**config.mk**
```make
export PLATFORM = sky130hd
export DESIGN_NAME = heart_rate_confirm_slew_tracker
export DESIGN_NICKNAME = d
export VERILOG_FILES = /design/src/hrct_pkg.sv /design/src/heart_rate_confirm_slew_tracker.sv /design/src/hrct_queue.sv /design/src/hrct_front.sv /design/src/hrct_back.sv
export SDC_FILE = /design/constraint.sdc
export NUM_CORES = 1
export LEC_CHECK = 0
export BUFFER_PORTS_ARGS = -buffer_cell sky130_fd_sc_hd__buf_2
export CAP_MARGIN = 10
export CORE_ASPECT_RATIO = 0.8
export CORE_MARGIN = 2
export CORE_UTILIZATION = 45
export DETAILED_ROUTE_END_ITERATION = 10
export HOLD_SLACK_MARGIN = 0.08
export PLACE_DENSITY = 0.6
export SYNTH_ARGS = -nofsm -noshare
export SYNTH_HDL_FRONTEND = slang
export SYNTH_HIERARCHICAL = 1
export SYNTH_SLANG_ARGS = --single-unit
```
**constraint.sdc**
```tcl
create_clock -name clk -period 18 [get_ports clk]
set_input_delay 1.8 -clock clk [delete_from_list [all_inputs] [get_ports clk]]
set_output_delay 1.8 -clock clk [all_outputs]
set_load 0.02 [all_outputs]
```
**src/hrct_pkg.sv**
```systemverilog
// ----------------------------------------------------------------------------
// hrct_pkg: shared types and constants for the heart-rate tracker
// Operation codes, queue item and result layouts, register indexes and
// register reset values.
// ----------------------------------------------------------------------------
package hrct_pkg;

  // Fixed field widths
  localparam int RATE_FIELD_W = 12;
  localparam int COUNT_W      = 4;
  localparam int CFG_IDX_W    = 3;

  // Operation selected by the front end
  typedef enum logic [1:0] {
    OP_APPLY = 2'd0,
    OP_CLEAR = 2'd1,
    OP_HOLD  = 2'd2
  } op_t;

  // Item passed from front to back
  typedef struct packed {
    op_t                     op;
    logic [RATE_FIELD_W-1:0] est;
  } item_t;

  // Result item
  typedef struct packed {
    logic [RATE_FIELD_W-1:0] heart_rate;
    logic                    rate_locked;
    logic [COUNT_W-1:0]      candidate_count;
  } result_t;

  // Configuration register indexes
  typedef enum logic [CFG_IDX_W-1:0] {
    REG_INITIAL_MATCH_WINDOW = 3'd0,
    REG_STABLE_BAND          = 3'd1,
    REG_MODERATE_BAND        = 3'd2,
    REG_CONFIRM_MATCH_WINDOW = 3'd3,
    REG_STABLE_STEP          = 3'd4,
    REG_MODERATE_STEP        = 3'd5,
    REG_CONFIRMED_STEP       = 3'd6,
    REG_CONFIRMATIONS_NEEDED = 3'd7
  } reg_idx_t;

  // Register reset values, Q8.4 bpm
  localparam logic [RATE_FIELD_W-1:0] INITIAL_MATCH_WINDOW_RST = 12'd96;
  localparam logic [RATE_FIELD_W-1:0] STABLE_BAND_RST          = 12'd48;
  localparam logic [RATE_FIELD_W-1:0] MODERATE_BAND_RST        = 12'd128;
  localparam logic [RATE_FIELD_W-1:0] CONFIRM_MATCH_WINDOW_RST = 12'd64;
  localparam logic [RATE_FIELD_W-1:0] STABLE_STEP_RST          = 12'd32;
  localparam logic [RATE_FIELD_W-1:0] MODERATE_STEP_RST        = 12'd56;
  localparam logic [RATE_FIELD_W-1:0] CONFIRMED_STEP_RST       = 12'd80;
  localparam logic [COUNT_W-1:0]      CONFIRMATIONS_NEEDED_RST = 4'd2;

  // Saturation value of the confirmation counter
  localparam logic [COUNT_W-1:0] COUNT_MAX = 4'hF;

endpackage

```
**src/heart_rate_confirm_slew_tracker.sv**
```systemverilog
// ----------------------------------------------------------------------------
// heart_rate_confirm_slew_tracker: confirmed, slew-limited heart-rate tracker
// Front end classifies estimates into a two-entry work queue; the back end
// updates the tracked rate and reports it through a two-entry result queue.
// ----------------------------------------------------------------------------
// Flow: an accepted transaction is written into the work queue; the back end
// then runs the update and writes the result queue once that queue has room,
// and the result shows on the result ports.
// Throughput: one transaction per cycle while the result queue is not full;
// the back end updates its state for each item it takes.
// Reset: rst clears both queues and the tracking state and loads the
// configuration registers with their defaults; no clearing pass is needed.
// ----------------------------------------------------------------------------
module heart_rate_confirm_slew_tracker
  import hrct_pkg::*;
#(
  parameter int INITIAL_CONFIRMATIONS = 2,
  parameter int RATE_WIDTH            = 12
) (
  input  logic                    clk,
  input  logic                    rst,
  // Input queue side
  input  logic                    push,
  output logic                    full,
  input  logic                    cmd,
  input  logic [RATE_FIELD_W-1:0] estimate_rate,
  // Result queue side
  output logic                    empty,
  input  logic                    pop,
  output logic [RATE_FIELD_W-1:0] heart_rate,
  output logic                    rate_locked,
  output logic [COUNT_W-1:0]      candidate_count,
  // Configuration write channel
  input  logic                    cfg_valid,
  output logic                    cfg_ready,
  input  logic [CFG_IDX_W-1:0]    cfg_index,
  input  logic [RATE_FIELD_W-1:0] cfg_data
);

  // Rates never exceed the estimate field width
  localparam int RateW = (RATE_WIDTH < RATE_FIELD_W) ? RATE_WIDTH : RATE_FIELD_W;

  logic    q_wr_en;
  logic    q_full;
  logic    q_empty;
  logic    q_rd_en;
  item_t   q_wr_item;
  item_t   q_rd_item;
  result_t result;

  hrct_front #(
    .RATE_W(RateW)
  ) u_front (
    .push          (push),
    .full          (full),
    .cmd           (cmd),
    .estimate_rate (estimate_rate),
    .q_wr_en       (q_wr_en),
    .q_item        (q_wr_item),
    .q_full        (q_full)
  );

  hrct_queue #(
    .W($bits(item_t))
  ) u_work_queue (
    .clk     (clk),
    .rst     (rst),
    .wr_en   (q_wr_en),
    .wr_data (q_wr_item),
    .full    (q_full),
    .rd_en   (q_rd_en),
    .rd_data (q_rd_item),
    .empty   (q_empty)
  );

  hrct_back #(
    .RATE_W                (RateW),
    .INITIAL_CONFIRMATIONS (INITIAL_CONFIRMATIONS)
  ) u_back (
    .clk       (clk),
    .rst       (rst),
    .cfg_valid (cfg_valid),
    .cfg_ready (cfg_ready),
    .cfg_index (cfg_index),
    .cfg_data  (cfg_data),
    .q_empty   (q_empty),
    .q_item    (q_rd_item),
    .q_rd_en   (q_rd_en),
    .empty     (empty),
    .pop       (pop),
    .result    (result)
  );

  assign heart_rate      = result.heart_rate;
  assign rate_locked     = result.rate_locked;
  assign candidate_count = result.candidate_count;

endmodule

```
**src/hrct_queue.sv**
```systemverilog
// ----------------------------------------------------------------------------
// hrct_queue: two-entry first-in first-out queue
// Decouples producer and consumer; a read and a write may share a cycle.
// ----------------------------------------------------------------------------
module hrct_queue #(
  parameter int W = 8
) (
  input  logic         clk,
  input  logic         rst,
  input  logic         wr_en,
  input  logic [W-1:0] wr_data,
  output logic         full,
  input  logic         rd_en,
  output logic [W-1:0] rd_data,
  output logic         empty
);

  logic [W-1:0] mem [2];
  logic         wr_ptr;
  logic         rd_ptr;
  logic [1:0]   count;
  logic         do_wr;
  logic         do_rd;

  assign full    = (count == 2'd2);
  assign empty   = (count == 2'd0);
  assign do_wr   = wr_en && !full;
  assign do_rd   = rd_en && !empty;
  assign rd_data = mem[rd_ptr];

  // Store incoming entry
  always_ff @(posedge clk) begin
    if (do_wr) begin
      mem[wr_ptr] <= wr_data;
    end
  end

  // Advance pointers and occupancy
  always_ff @(posedge clk) begin
    if (rst) begin
      wr_ptr <= 1'b0;
      rd_ptr <= 1'b0;
      count  <= 2'd0;
    end else begin
      if (do_wr) begin
        wr_ptr <= !wr_ptr;
      end
      if (do_rd) begin
        rd_ptr <= !rd_ptr;
      end
      case ({do_wr, do_rd})
        2'b10:   count <= count + 2'd1;
        2'b01:   count <= count - 2'd1;
        default: count <= count;
      endcase
    end
  end

endmodule

```
**src/hrct_front.sv**
```systemverilog
// ----------------------------------------------------------------------------
// hrct_front: input acceptance and classification
// Masks the estimate to the rate width and tags each transaction as
// apply, clear or hold before it enters the work queue.
// ----------------------------------------------------------------------------
module hrct_front
  import hrct_pkg::*;
#(
  parameter int RATE_W = 12
) (
  input  logic                    push,
  output logic                    full,
  input  logic                    cmd,
  input  logic [RATE_FIELD_W-1:0] estimate_rate,
  output logic                    q_wr_en,
  output item_t                   q_item,
  input  logic                    q_full
);

  logic [RATE_W-1:0] est_masked;

  assign full       = q_full;
  assign q_wr_en    = push && !q_full;
  assign est_masked = estimate_rate[RATE_W-1:0];

  // Classify the transaction
  always_comb begin
    q_item.est = RATE_FIELD_W'(est_masked);
    if (cmd) begin
      q_item.op = OP_CLEAR;
    end else if (est_masked == '0) begin
      q_item.op = OP_HOLD;
    end else begin
      q_item.op = OP_APPLY;
    end
  end

endmodule

```
**src/hrct_back.sv**
```systemverilog
// ----------------------------------------------------------------------------
// hrct_back: tracking state update and result queue
// Holds the configuration registers and tracker state; applies one queued item per
// cycle while the output queue has room and pushes each report into that queue.
// ----------------------------------------------------------------------------
module hrct_back
  import hrct_pkg::*;
#(
  parameter int RATE_W                = 12,
  parameter int INITIAL_CONFIRMATIONS = 2
) (
  input  logic                    clk,
  input  logic                    rst,
  // Configuration write channel
  input  logic                    cfg_valid,
  output logic                    cfg_ready,
  input  logic [CFG_IDX_W-1:0]    cfg_index,
  input  logic [RATE_FIELD_W-1:0] cfg_data,
  // Work queue side
  input  logic                    q_empty,
  input  item_t                   q_item,
  output logic                    q_rd_en,
  // Result side
  output logic                    empty,
  input  logic                    pop,
  output result_t                 result
);

  // Configuration registers
  logic [RATE_FIELD_W-1:0] initial_match_window;
  logic [RATE_FIELD_W-1:0] stable_band;
  logic [RATE_FIELD_W-1:0] moderate_band;
  logic [RATE_FIELD_W-1:0] confirm_match_window;
  logic [RATE_FIELD_W-1:0] stable_step;
  logic [RATE_FIELD_W-1:0] moderate_step;
  logic [RATE_FIELD_W-1:0] confirmed_step;
  logic [COUNT_W-1:0]      confirmations_needed;

  // Tracker state
  logic [RATE_W-1:0]  tracked_rate;
  logic [RATE_W-1:0]  tracked_rate_next;
  logic [RATE_W-1:0]  candidate_rate;
  logic [RATE_W-1:0]  candidate_rate_next;
  logic [COUNT_W-1:0] confirm_count;
  logic [COUNT_W-1:0] confirm_count_next;

  logic               take;
  logic               out_full;
  logic [RATE_W-1:0]  est;
  logic [RATE_W:0]    pair_sum;
  logic [RATE_W-1:0]  avg;
  logic [RATE_W-1:0]  dev;
  logic [RATE_W-1:0]  cand_dist;
  logic [COUNT_W-1:0] count_bumped;
  result_t            res_next;

  function automatic logic [RATE_W-1:0] abs_diff(input logic [RATE_W-1:0] a,
                                                 input logic [RATE_W-1:0] b);
    return (a > b) ? (a - b) : (b - a);
  endfunction

  // Move cur toward target by at most step, never past it
  function automatic logic [RATE_W-1:0] slew_toward(input logic [RATE_W-1:0] cur,
                                                    input logic [RATE_W-1:0] target,
                                                    input logic [RATE_FIELD_W-1:0] step);
    logic [RATE_W-1:0] d;
    d = abs_diff(cur, target);
    if (RATE_FIELD_W'(d) > step) begin
      if (target > cur) begin
        return cur + RATE_W'(step);
      end else begin
        return cur - RATE_W'(step);
      end
    end
    return target;
  endfunction

  assign cfg_ready    = 1'b1;
  assign take         = !q_empty && !out_full;
  assign q_rd_en      = take;
  assign est          = q_item.est[RATE_W-1:0];
  assign pair_sum     = {1'b0, candidate_rate} + {1'b0, est};
  assign avg          = pair_sum[RATE_W:1];
  assign dev          = abs_diff(est, tracked_rate);
  assign cand_dist    = abs_diff(est, candidate_rate);
  assign count_bumped = (confirm_count == COUNT_MAX) ? COUNT_MAX : confirm_count + 4'd1;

  // Write configuration registers
  always_ff @(posedge clk) begin
    if (rst) begin
      initial_match_window <= INITIAL_MATCH_WINDOW_RST;
      stable_band          <= STABLE_BAND_RST;
      moderate_band        <= MODERATE_BAND_RST;
      confirm_match_window <= CONFIRM_MATCH_WINDOW_RST;
      stable_step          <= STABLE_STEP_RST;
      moderate_step        <= MODERATE_STEP_RST;
      confirmed_step       <= CONFIRMED_STEP_RST;
      confirmations_needed <= CONFIRMATIONS_NEEDED_RST;
    end else if (cfg_valid && cfg_ready) begin
      case (reg_idx_t'(cfg_index))
        REG_INITIAL_MATCH_WINDOW: initial_match_window <= cfg_data;
        REG_STABLE_BAND:          stable_band          <= cfg_data;
        REG_MODERATE_BAND:        moderate_band        <= cfg_data;
        REG_CONFIRM_MATCH_WINDOW: confirm_match_window <= cfg_data;
        REG_STABLE_STEP:          stable_step          <= cfg_data;
        REG_MODERATE_STEP:        moderate_step        <= cfg_data;
        REG_CONFIRMED_STEP:       confirmed_step       <= cfg_data;
        REG_CONFIRMATIONS_NEEDED: confirmations_needed <= cfg_data[COUNT_W-1:0];
        default: ;
      endcase
    end
  end

  // Compute next tracker state for the item at the queue head
  always_comb begin
    tracked_rate_next   = tracked_rate;
    candidate_rate_next = candidate_rate;
    confirm_count_next  = confirm_count;
    case (q_item.op)
      OP_CLEAR: begin
        tracked_rate_next   = '0;
        candidate_rate_next = '0;
        confirm_count_next  = '0;
      end
      OP_HOLD: begin
      end
      OP_APPLY: begin
        if (tracked_rate == '0) begin
          // Acquire: pair up nearby estimates before committing
          if (confirm_count == '0 || RATE_FIELD_W'(cand_dist) > initial_match_window) begin
            candidate_rate_next = est;
            confirm_count_next  = 4'd1;
          end else if (count_bumped < COUNT_W'(INITIAL_CONFIRMATIONS)) begin
            candidate_rate_next = avg;
            confirm_count_next  = count_bumped;
          end else begin
            tracked_rate_next   = avg;
            candidate_rate_next = '0;
            confirm_count_next  = '0;
          end
        end else if (RATE_FIELD_W'(dev) <= stable_band) begin
          tracked_rate_next   = slew_toward(tracked_rate, est, stable_step);
          candidate_rate_next = '0;
          confirm_count_next  = '0;
        end else if (RATE_FIELD_W'(dev) <= moderate_band) begin
          tracked_rate_next   = slew_toward(tracked_rate, est, moderate_step);
          candidate_rate_next = '0;
          confirm_count_next  = '0;
        end else if (confirm_count == '0 ||
                     RATE_FIELD_W'(cand_dist) > confirm_match_window) begin
          // Start a new jump candidate
          candidate_rate_next = est;
          confirm_count_next  = 4'd1;
        end else if (count_bumped < confirmations_needed) begin
          confirm_count_next = count_bumped;
        end else begin
          tracked_rate_next   = slew_toward(tracked_rate, candidate_rate, confirmed_step);
          candidate_rate_next = '0;
          confirm_count_next  = '0;
        end
      end
      default: begin
      end
    endcase
  end

  // Advance tracker state
  always_ff @(posedge clk) begin
    if (rst) begin
      tracked_rate   <= '0;
      candidate_rate <= '0;
      confirm_count  <= '0;
    end else if (take) begin
      tracked_rate   <= tracked_rate_next;
      candidate_rate <= candidate_rate_next;
      confirm_count  <= confirm_count_next;
    end
  end

  // Build the report from the updated state
  always_comb begin
    res_next.heart_rate      = RATE_FIELD_W'(tracked_rate_next);
    res_next.rate_locked     = (tracked_rate_next != '0);
    res_next.candidate_count = confirm_count_next;
  end

  hrct_queue #(
    .W($bits(result_t))
  ) u_out_queue (
    .clk     (clk),
    .rst     (rst),
    .wr_en   (take),
    .wr_data (res_next),
    .full    (out_full),
    .rd_en   (pop),
    .rd_data (result),
    .empty   (empty)
  );

  // A clear transaction leaves all tracking state at zero
  a_clear_zeroes: assert property (@(posedge clk) disable iff (rst)
    (take && q_item.op == OP_CLEAR) |=>
      (tracked_rate == '0 && candidate_rate == '0 && confirm_count == '0))
    else $error("tracker state not cleared");

  // A hold transaction leaves state untouched
  a_hold_stable: assert property (@(posedge clk) disable iff (rst)
    (take && q_item.op == OP_HOLD) |=>
      ($stable(tracked_rate) && $stable(candidate_rate) && $stable(confirm_count)))
    else $error("tracker state changed on zero estimate");

  // Once locked, only a clear can unlock
  a_lock_kept: assert property (@(posedge clk) disable iff (rst)
    (take && tracked_rate != '0 && q_item.op != OP_CLEAR) |=> (tracked_rate != '0))
    else $error("tracked rate dropped to zero without clear");

  // Tracked rate and confirmation count only change when an item is taken
  a_idle_stable: assert property (@(posedge clk) disable iff (rst)
    !take |=> ($stable(tracked_rate) && $stable(confirm_count)))
    else $error("tracker state changed without a transaction");

endmodule
```
Yosys cells after proc, flatten, opt, wreduce, memory -nomap -nowiden
Memory sizes are Yosys's and may differ from the RTL's. A register that Yosys moved wholly into a read port is not among the register bits. Cells that the tools add are included.

Bits in registers: 124. Bits in writable memories: 62. Input bits: 33. Output and inout bits: 20. Word-level logic and storage cells: 169. Memories: 2.

Add/subtract/negate cells: 18. $lt $le $gt $ge: 14. Eq/ne operators: 16. Multiplexer cells: 66. Reductions and logical operators: 36.

Memories: u_back.u_out_queue.mem (depth 2, width 17, rd ports 1, clocked after Yosys merged registers in 1, wr ports 1, line hrct_queue.sv:18) `logic [W-1:0] mem [2];`; u_work_queue.mem (depth 2, width 14, rd ports 1, clocked after Yosys merged registers in 1, wr ports 1, line hrct_queue.sv:18).

Operator list (number): 12-bit two-way mux (27); 12-bit > comparator (10); 12-bit subtractor (9); 12-bit one-hot mux with 2 select lines (2); 12-bit adder (3); 4-bit two-way mux (8); 12-bit <= comparator (2); 12-bit zero test (2); 1-bit two-way mux (24); 2-bit AND reduction (8); 12-bit by 12-bit adder with 13-bit output (1); 3-bit equality test, second input constant (4); 12-bit nonzero test (1); 2-bit equality test, second input constant (4); 1-bit zero test (8); 2-bit one-hot mux with 2 select lines (2); 4-bit one-hot mux with 2 select lines (1); 2-bit by 1-bit equality test with 1-bit output, second input constant (3); 3-bit by 2-bit equality test with 1-bit output, second input constant (2); 1-bit logical AND (6); 2-bit zero test (3); 6-bit by 2-bit != test with 1-bit output, second input constant (1); 2-bit nonzero test (3); 2-bit by 1-bit adder with 2-bit output, second input constant (2); 11 further kinds (14).

Logic depth before layout (Yosys ltp)
Gate-level depths: netlist of the first run.

Depth after elaboration: 18. Mapped depth: 29. Mapped depth without buffers: 27.

Cells and area by module
The synthesis of the first run kept the hierarchy.

Modules (own cells, without submodules): hrct_back (instances 1, cells an instance 1840, area an instance 13815.8 µm², seq. area each 2322.2 µm²); hrct_queue (u_back.u_out_queue) (instances 1, cells an instance 79, area an instance 1446.4 µm², seq. area each 1121.1 µm²); hrct_queue (u_work_queue) (instances 1, cells an instance 69, area an instance 1227.4 µm², seq. area each 940.9 µm²); hrct_front (instances 1, cells an instance 20, area an instance 141.4 µm², seq. area each 0.0 µm²).

Least setup slack after synthesis of the first run
No wires, ideal clock.

Path kind: reg-to-reg. From: register with a tool-made name. To: memory u_back/u_out_queue/mem[0][4] in the netlist's numbering (data pin). Library setup time: 0.278 ns. Arrival time: 6.980 ns. Required time: 17.722 ns. Slack: 10.743 ns. Stages on the path, launching flop included: 29. Path buffers: 4. Clock period less this slack: 7.257 ns. Cell sequence: dfxtp_1 -> buf_2 -> mux2_2 -> inv_1 -> ha_1 -> clkbuf_1 -> a21o_1 -> a21oi_1 -> o311a_1 -> and3_1 -> clkbuf_1 -> nor2_1 -> mux2_2 -> a2111oi_0 -> a21oi_1 -> a31oi_1 -> xnor2_1 -> ha_1 -> nand4_1 -> or3_1 -> a21o_1 -> and4b_4 -> o21ai_4 -> buf_6 -> a211oi_1 -> a221o_1 -> or4_1 -> nor4_1 -> or4b_1.

RTL lines (line): end, declared (hrct_queue.sv:18).

==> results.md, run 1 <==
- Post-synth net total: 2,261
- Largest net degree at the start of global routing: 81
- Worst slew pin tran: 1.20 ns
- Crit share post-route: 47.0%
- DR pass1 iterations: 8
- Hold Path Depth: 2
- RSZ-0062 raised after global routing: no
- Reg2reg end: u_back/u_out_queue/mem[0][4]
- Core ar.: 36,100 µm²
- Die Area: 38,500 µm²
- Post-DP HPWL: 47.8 mm
- R2R cell count: 23
- Initial DRC Count: 1,725
- Final setup vio count: 0
- CTS root buffer: clkbuf_16
- Critical Path Start Type: flip-flop
- Longest Clk Path Bufs: 2
- Placed Cells incl. Taps: 2,454
- CP required: 18.20 ns
- Post-route cell area: 17,700 µm²
- Yosys cell types: 86
- DP Area: 17,100 µm²
- Gr usage total: 31.0%
- CP Data Arrival Time: 8.65 ns
- Post-route minimum period: 8.46 ns
- Drt drc: 0
- # hold bufs at CTS: 0
- Final Hold Fails: 0
- Routed Antenna Nets: 0
- GR Overflow Total: 0
- IO Count: 53
- Overall routed net length: 59.7 mm
- Min-delay src: u_back/initial_match_window[8]
- GR Layer Usage met3: 5.17%
- WL per Instance: 24.0 µm
- Synth Area per Inst: 8.28 µm²
- Non-Filler Instances: 2,487
- Placer Congestion: 1.05
- GRT met1 Usage: 45.4%
- EDFF count, synth: 62
- Number of synthesized register bits: 188
- Initial antenna violation count: 1
- Setup Fix Bufs, Post-CTS: 0
- Initial Util: 46.0%
- TritonCTS Buffers: 17
- Resized cells post-CTS: 0
- PortBufs: 51
- Max-Cap Viols: 0
- Max_slew headroom: 19.7%
- WS Path Type: reg -> reg
- CTS sink count: 188
- Hold path endpoint: u_back/initial_match_window[8]
- Synth Cell Area: 16,600 µm²
- Crit path max fanout: 14
- Clk slew on worst S/H paths: 0.07 ns
- Cells after Synth: 2,008
- Register area share after synthesis: 26.4%
- First-pass GRT wire length: 88.9 mm
- Max-slew violations: 0
- Synth Flop Type: dfxtp_1
- Rows: 62
- Layout cells sized above 1: 8.42%
- Clk_lat worst skew: 0.47 ns
- Routing usage on met2: 45.8%
- Ys async rst share: 0%
- H-tree levels: 4
- Nets: 2,246
- Die Y: 176 µm
- Die Wd: 219 µm
- Achievable Freq: 118 MHz
- Setup TNS: 0 ns
- TritonCTS clock tree: yes
- Gr busiest metal: met2
- Syn-to-layout area delta: 6.48%
- Vias/cell: 6.16
- Fin util: 49.0%
- Routed vias: 15,300
- Register-to-register setup slack: 9.54 ns
- Status: completed
- Yosys warning count: 6
- Clock skew: 0.0112 ns
- Hold/Removal Path Class: reg -> reg
- Vias in the first global route: 14,200
- Critical Path End Type: flip-flop
-- cell usage in the layout (no fill, tap or decap), types with 8 or more instances in the layout --
| cell type | netlist | routed |
|---|---|---|
| buf_2 | 7 | 50 |
| mux2_1 | 10 | 10 |
| a211o_1 | 17 | 17 |
| or3_1 | 15 | 15 |
| a21o_1 | 41 | 41 |
| nand2_1 | 246 | 246 |
| o21a_1 | 14 | 14 |
| o21ai_0 | 76 | 76 |
| xor2_1 | 21 | 21 |
| a31oi_1 | 22 | 22 |
| nand4_1 | 34 | 34 |
| nand2b_1 | 14 | 14 |
| a211oi_1 | 30 | 30 |
| a221oi_1 | 9 | 9 |
| fa_1 | 10 | 10 |
| nand3_1 | 36 | 36 |
| and3_1 | 12 | 12 |
| clkbuf_16 | 0 | 17 |
| and2_1 | 13 | 13 |
| dfxtp_1 | 126 | 126 |
| a21oi_1 | 174 | 173 |
| o21ai_1 | 8 | 8 |
| nor3_1 | 31 | 31 |
| nor4_1 | 15 | 15 |
| buf_4 | 16 | 11 |
| xnor2_1 | 86 | 86 |
| mux2_2 | 41 | 41 |
| o211ai_1 | 19 | 19 |
| nor2b_1 | 29 | 29 |
| ha_1 | 210 | 210 |
| o31a_1 | 8 | 8 |
| a41oi_1 | 8 | 8 |
| nor2_1 | 123 | 123 |
| edfxtp_1 | 62 | 62 |
| inv_1 | 168 | 168 |
| o2111ai_1 | 8 | 8 |
| o21bai_1 | 9 | 9 |
| mux2i_1 | 38 | 38 |
| a22oi_1 | 12 | 12 |
-- through the flow --
step | hold WS [ns] | setup slack (ns)
after floorplan | 0.435 | 10.74
after global placement | 0.442 | 9.93
after detailed placement | 0.448 | 9.68
after CTS | 0.457 | 9.67
after global routing | 0.473 | 9.05
final | 0.456 | 9.54
-- worst max-delay path by stage --
stage	startpoint	endpoint	slack, ns	cells after the start
after CTS	flip-flop	u_back/u_out_queue/mem[1][4]	9.67	23
final	flip-flop	u_back/u_out_queue/mem[0][4]	9.54	23
after global routing	flip-flop	u_back/u_out_queue/mem[1][4]	9.05	23
after detailed placement	flip-flop	u_back/u_out_queue/mem[0][4]	9.68	23
after floorplan	flip-flop	u_back/u_out_queue/mem[0][4]	10.74	28
after global placement	flip-flop	u_back/u_out_queue/mem[0][4]	9.93	23
-- flip-flops by register name, indices dropped and copies added, names as in the netlist, named ones only --
signal                       flops
u_back/confirm_match_window     12
u_back/u_out_queue/rd_ptr        1
u_back/tracked_rate             12
u_back/initial_match_window     12
u_back/u_out_queue/mem          34
u_back/u_out_queue/count         2
u_work_queue/rd_ptr              1
u_back/moderate_step            12
u_work_queue/count               2
u_back/stable_step              12
u_back/candidate_rate           12
u_back/stable_band              12
u_back/confirm_count             4
u_back/moderate_band            12
u_back/confirmed_step           12
u_work_queue/mem                28
u_work_queue/wr_ptr              1
u_back/confirmations_needed      4
u_back/u_out_queue/wr_ptr        1
-- metal layers --
metal  vias up  wire [µm]
li1       7161          -
met3        91       5050
met2       670      24900
met4         0       1700
met5         -          0
met1      7399      28100
-- final cells by class --
type / count / area [µm²]
Clock buffer: 18 / 429
Tap cell: 480 / 601
Fill cell: 3558 / 18400
Sequential cell: 188 / 4380
Multi-Input combinational cell: 1553 / 11200
Clock inverter: 14 / 149
Timing Repair Buffer: 61 / 333
Antenna cell: 1 / 2.50
Inverter: 172 / 646
-- cells in the mapped netlist, drive strengths merged (41+ instances only) --
cell    number  area, µm²
a21oi      176        888
ha         210       2630
mux2        51        574
clkbuf      68        255
dfxtp      126       2520
a21o        41        308
inv        172        646
edfxtp      62       1860
xnor2       86        753
nor2       123        462
o21ai       85        437
nand2      246        923
-- worst max-delay path: stages, from the launching register on --
cell	delay, ns
dfxtp_1	0.70
mux2_2	0.40
inv_1	0.12
ha_1	0.59
nand2_1	0.18
o311a_1	0.40
and3_1	0.23
nor2_1	0.70
mux2_2	0.44
a2111oi_0	0.42
a21oi_1	0.18
a31oi_1	0.22
xnor2_1	0.12
ha_1	0.32
nand4_1	0.09
or3_1	0.48
a21o_1	0.22
and4b_4	0.21
o21ai_4	0.34
a2111oi_0	0.13
a221o_1	0.38
or4_1	0.54
nor4_1	0.25
or4b_1	0.52
-- logic make-up after synthesis --
family                   count (synthesis)  share of synthesized area [%]
AO/OA/AOI/OAI                          526                           21.3
XOR/XNOR                               107                           5.63
buffers and inverters                  267                           6.53
AND/OR/NAND/NOR                        610                           17.4
flip-flops                             188                           26.4
other                                    1                         0.0225
adder cells (fa/ha/maj)                220                           17.0
multiplexers                            89                           5.74
Power of run 1 is left out: the tool's default activity adds up to more than one toggle a clock period on the data nets, which glitch-free logic cannot reach.
==> inputs of run 2 (changes only) <==
Settings changed: ABC_AREA set to 1, PLACE_DENSITY 0.6 to 0.62.
Clock period 18 ns to 6.8 ns, I/O delays scaled along.
==> results.md, run 2 <==
- Final worst slack: 0.723 ns (was 9.54 ns)
- Synth Area in Compound Gates: 16.9% (was 21.3%)
- TritonCTS Buffers: 17 (unchanged)
- Status: completed (unchanged)
- Cells after Synth: 2,506 (was 2,008)
- Die Wd: 223 µm (was 219 µm)
- Mux cell area share after synthesis: 2.45% (was 5.74%)
- Largest area contributor in the netlist: ha_1 (unchanged)
- Overall routed net length: 60.7 mm (was 59.7 mm)
- Crit path largest cell delay: 0.50 ns (was 0.70 ns)
- Hold/Removal Path Class: in -> reg (was reg -> reg)
- Synth Area in XOR/XNOR: 4.86% (was 5.63%)
- Fillcell total: 3,903 (was 3,558)
- RSZ-0062 raised after global routing: no (unchanged)
- Critical Path End Type: flip-flop (unchanged)
- Largest Register: u_back/u_out_queue/mem (unchanged)
- H-tree levels: 4 (unchanged)
- Top post-synthesis cells by area: ha_1 (15%), dfxtp_1 (15%), nand2_1 (12%) (was ha_1 (16%), dfxtp_1 (15%), edfxtp_1 (11%))
- Layout cells sized above 1: 6.75% (was 8.42%)
- Synth Cell Area: 17,300 µm² (was 16,600 µm²)
- Number of synthesized register bits: 188 (unchanged)
- Core ar.: 38,000 µm² (was 36,100 µm²)
- Die Area: 40,000 µm² (was 38,500 µm²)
- Achievable Freq: 165 MHz (was 118 MHz)
- Ys async rst share: 0% (unchanged)
- Fin util: 48.6% (was 49.0%)
- Adder-cell share of the synthesized area: 16.4% (was 17.0%)
- Synth Flop Type: dfxtp_1 (unchanged)
- Crit share post-route: 89.4% (was 47.0%)
- Routed Antenna Nets: 0 (unchanged)
- Top cell type's share of synthesized area: 15.2% (was 15.8%)
- Post-route minimum period: 6.08 ns (was 8.46 ns)
- Final setup vio count: 0 (unchanged)
- Vias in the first global route: 15,500 (was 14,200)
- IO Count: 53 (unchanged)
- Post-synth net total: 2,759 (was 2,261)
- Crit path max fanout: 14 (unchanged)
- Yosys cell types: 54 (was 86)
- Rows: 64 (was 62)
- TritonCTS clock tree: yes (unchanged)
- DR pass1 iterations: 6 (was 8)
- Initial antenna violation count: 4 (was 1)
- Post-synthesis simple-gate area fraction: 22.2% (was 17.4%)
- Clk slew on worst S/H paths: 0.08 ns (was 0.07 ns)
- Commonest non-fill, non-tap cell in the layout: nand2_1 (unchanged)
- Max_slew headroom: 39.2% (was 19.7%)
- WP buf/inv: 4 (was 1)
- Drt drc: 0 (unchanged)
- CTS root buffer: clkbuf_16 (unchanged)
- Initial DRC Count: 1,477 (was 1,725)
- Post-DP HPWL: 49.2 mm (was 47.8 mm)
- CTS sink count: 188 (unchanged)
- EDFF count, synth: 62 (unchanged)
- Final Hold Fails: 0 (unchanged)
- Number of flip-flops in the largest register: 34 (unchanged)
- Initial Util: 45.5% (was 46.0%)
- Critical Path Start Type: flip-flop (unchanged)
- First-pass GRT wire length: 92.0 mm (was 88.9 mm)
- Gr usage total: 30.8% (was 31.0%)
- Yosys warning count: 6 (unchanged)
- CP Data Arrival Time: 6.29 ns (was 8.65 ns)
- Critical Path Most Common Cell: nand2_1
- CP required: 7.02 ns (was 18.20 ns)
- # hold bufs at CTS: 0 (unchanged)
- Die Y: 179 µm (was 176 µm)
- Setup TNS: 0 ns (unchanged)
- Routed vias: 16,600 (was 15,300)
- Longest Clk Path Bufs: 2 (unchanged)
- Most frequent cell after synthesis: nand2_1 (unchanged)
- GR Overflow Total: 0 (unchanged)
- Max-Cap Viols: 0 (unchanged)
- List of most frequent post-synthesis cells: nand2_1 (562), inv_1 (421), a21oi_1 (245) (was nand2_1 (246), ha_1 (210), a21oi_1 (174))
- Largest net degree at the start of global routing: 52 (was 81)
- Nets: 2,774 (was 2,246)
- WS Path Type: reg -> reg (unchanged)
- Placer Congestion: 1.03 (was 1.05)
- Commonest non-fill, non-tap cells in the layout: nand2_1 (561), inv_1 (420), a21oi_1 (245) (was nand2_1 (246), ha_1 (210), a21oi_1 (173))
- CP top delay family: simple AND/OR/NAND/NOR gates (unchanged)
- Synth Area per Inst: 6.90 µm² (was 8.28 µm²)
- Vias/cell: 5.49 (was 6.16)
- Setup Fix Bufs, Post-CTS: 0 (unchanged)
- Syn-to-layout area delta: 6.96% (was 6.48%)
- Clock skew: 0.0180 ns (was 0.0112 ns)
- WL per Instance: 20.0 µm (was 24.0 µm)
- PortBufs: 51 (unchanged)
- Slowest cell on crit path: mux2_2 (was dfxtp_1)
- Setup Slack @ Placement: 0.669 ns (was 9.68 ns)
- Clk_lat worst skew: 0.48 ns (was 0.47 ns)
- Register area share after synthesis: 25.4% (was 26.4%)
- Top Registers: u_back/u_out_queue/mem x34, u_work_queue/mem x28 (unchanged)
- Worst slew pin tran: 0.911 ns (was 1.20 ns)
- Max-slew violations: 0 (unchanged)
- Largest family of logic cells by synthesized area: simple AND/OR/NAND/NOR gates (was compound AO/OA/AOI/OAI gates)
[run 2: cell types whose count changed after synthesis, moves of 71 or more]
| cell | before | now |
|---|---|---|
| nand2_1 | 246 | 562 |
| inv_1 | 168 | 421 |
| xnor2_1 | 86 | 13 |
| o21ai_0 | 76 | 196 |
| nand3_1 | 36 | 122 |
| a21oi_1 | 174 | 245 |
[run 2: worst register-to-register path, delay by kind of cell (launching register included)]
kind	cells	cell delay [ns]
buffers and inverters	4	0.63
flip-flops	1	0.49
adder cells (fa/ha/maj)	2	0.66
multiplexers	1	0.50
AO/OA/AOI/OAI	7	1.25
XOR/XNOR	1	0.17
AND/OR/NAND/NOR	15	2.09
[run 2: final timing paths]
path,from,end,slack [ns],cells after the start
min reg2reg,u_back/stable_band[1],u_back/stable_band[1],0.47,2
min,estimate_rate[9],u_work_queue/mem[0][9],0.41,1
max reg2reg,flip-flop,u_back/u_out_queue/mem[0][4],0.72,30
max,flip-flop,u_back/u_out_queue/mem[0][4],0.72,30
[run 2: logic make-up after synthesis]
group                    Yosys count
multiplexers                      31
XOR/XNOR                          96
other                              1
buffers and inverters            509
adder cells (fa/ha/maj)          220
flip-flops                       188
AO/OA/AOI/OAI                    539
AND/OR/NAND/NOR                  922
[run 2: layout make-up]
type	count	area, µm²	area share, %
Multi-Input combinational cell	1809	10900	58.8
Sequential cell	188	4380	23.7
Inverter	430	1620	8.74
Tap cell	495	619	3.35
Timing Repair Buffer	75	435	2.35
Clock buffer	18	429	2.32
Clock inverter	14	130	0.704
Antenna cell	1	2.50	0.0135
[run 2: metrics by stage]
stage / cells / area [µm²] / hold slack (ns)
floorplan: 2506 / 17300 / 0.435
global placement: 2997 / 17900 / 0.451
detailed placement: 2997 / 17900 / 0.457
CTS: 3029 / 18500 / 0.385
global route: 3029 / 18500 / 0.389
finish: 3030 / 18500 / 0.405
[run 2: layer usage]
layer / vias to the layer above / share of wire [%] / global-route usage, %
met3: 99 / 8.7 / 7.37
met2: 586 / 42 / 47.0
li1: 8202 / - / -
met1: 7739 / 46 / 42.7
met4: 0 / 2.8 / 10.2
met5: - / 0 / 0
[run 2: timing repair]
item / in CTS / in global routing
resized for setup: 0 / 3
endpoints found under the hold margin: 0 / 0
setup endpoints to repair: 0 / 2
Power of run 2 is left out for the same reason.
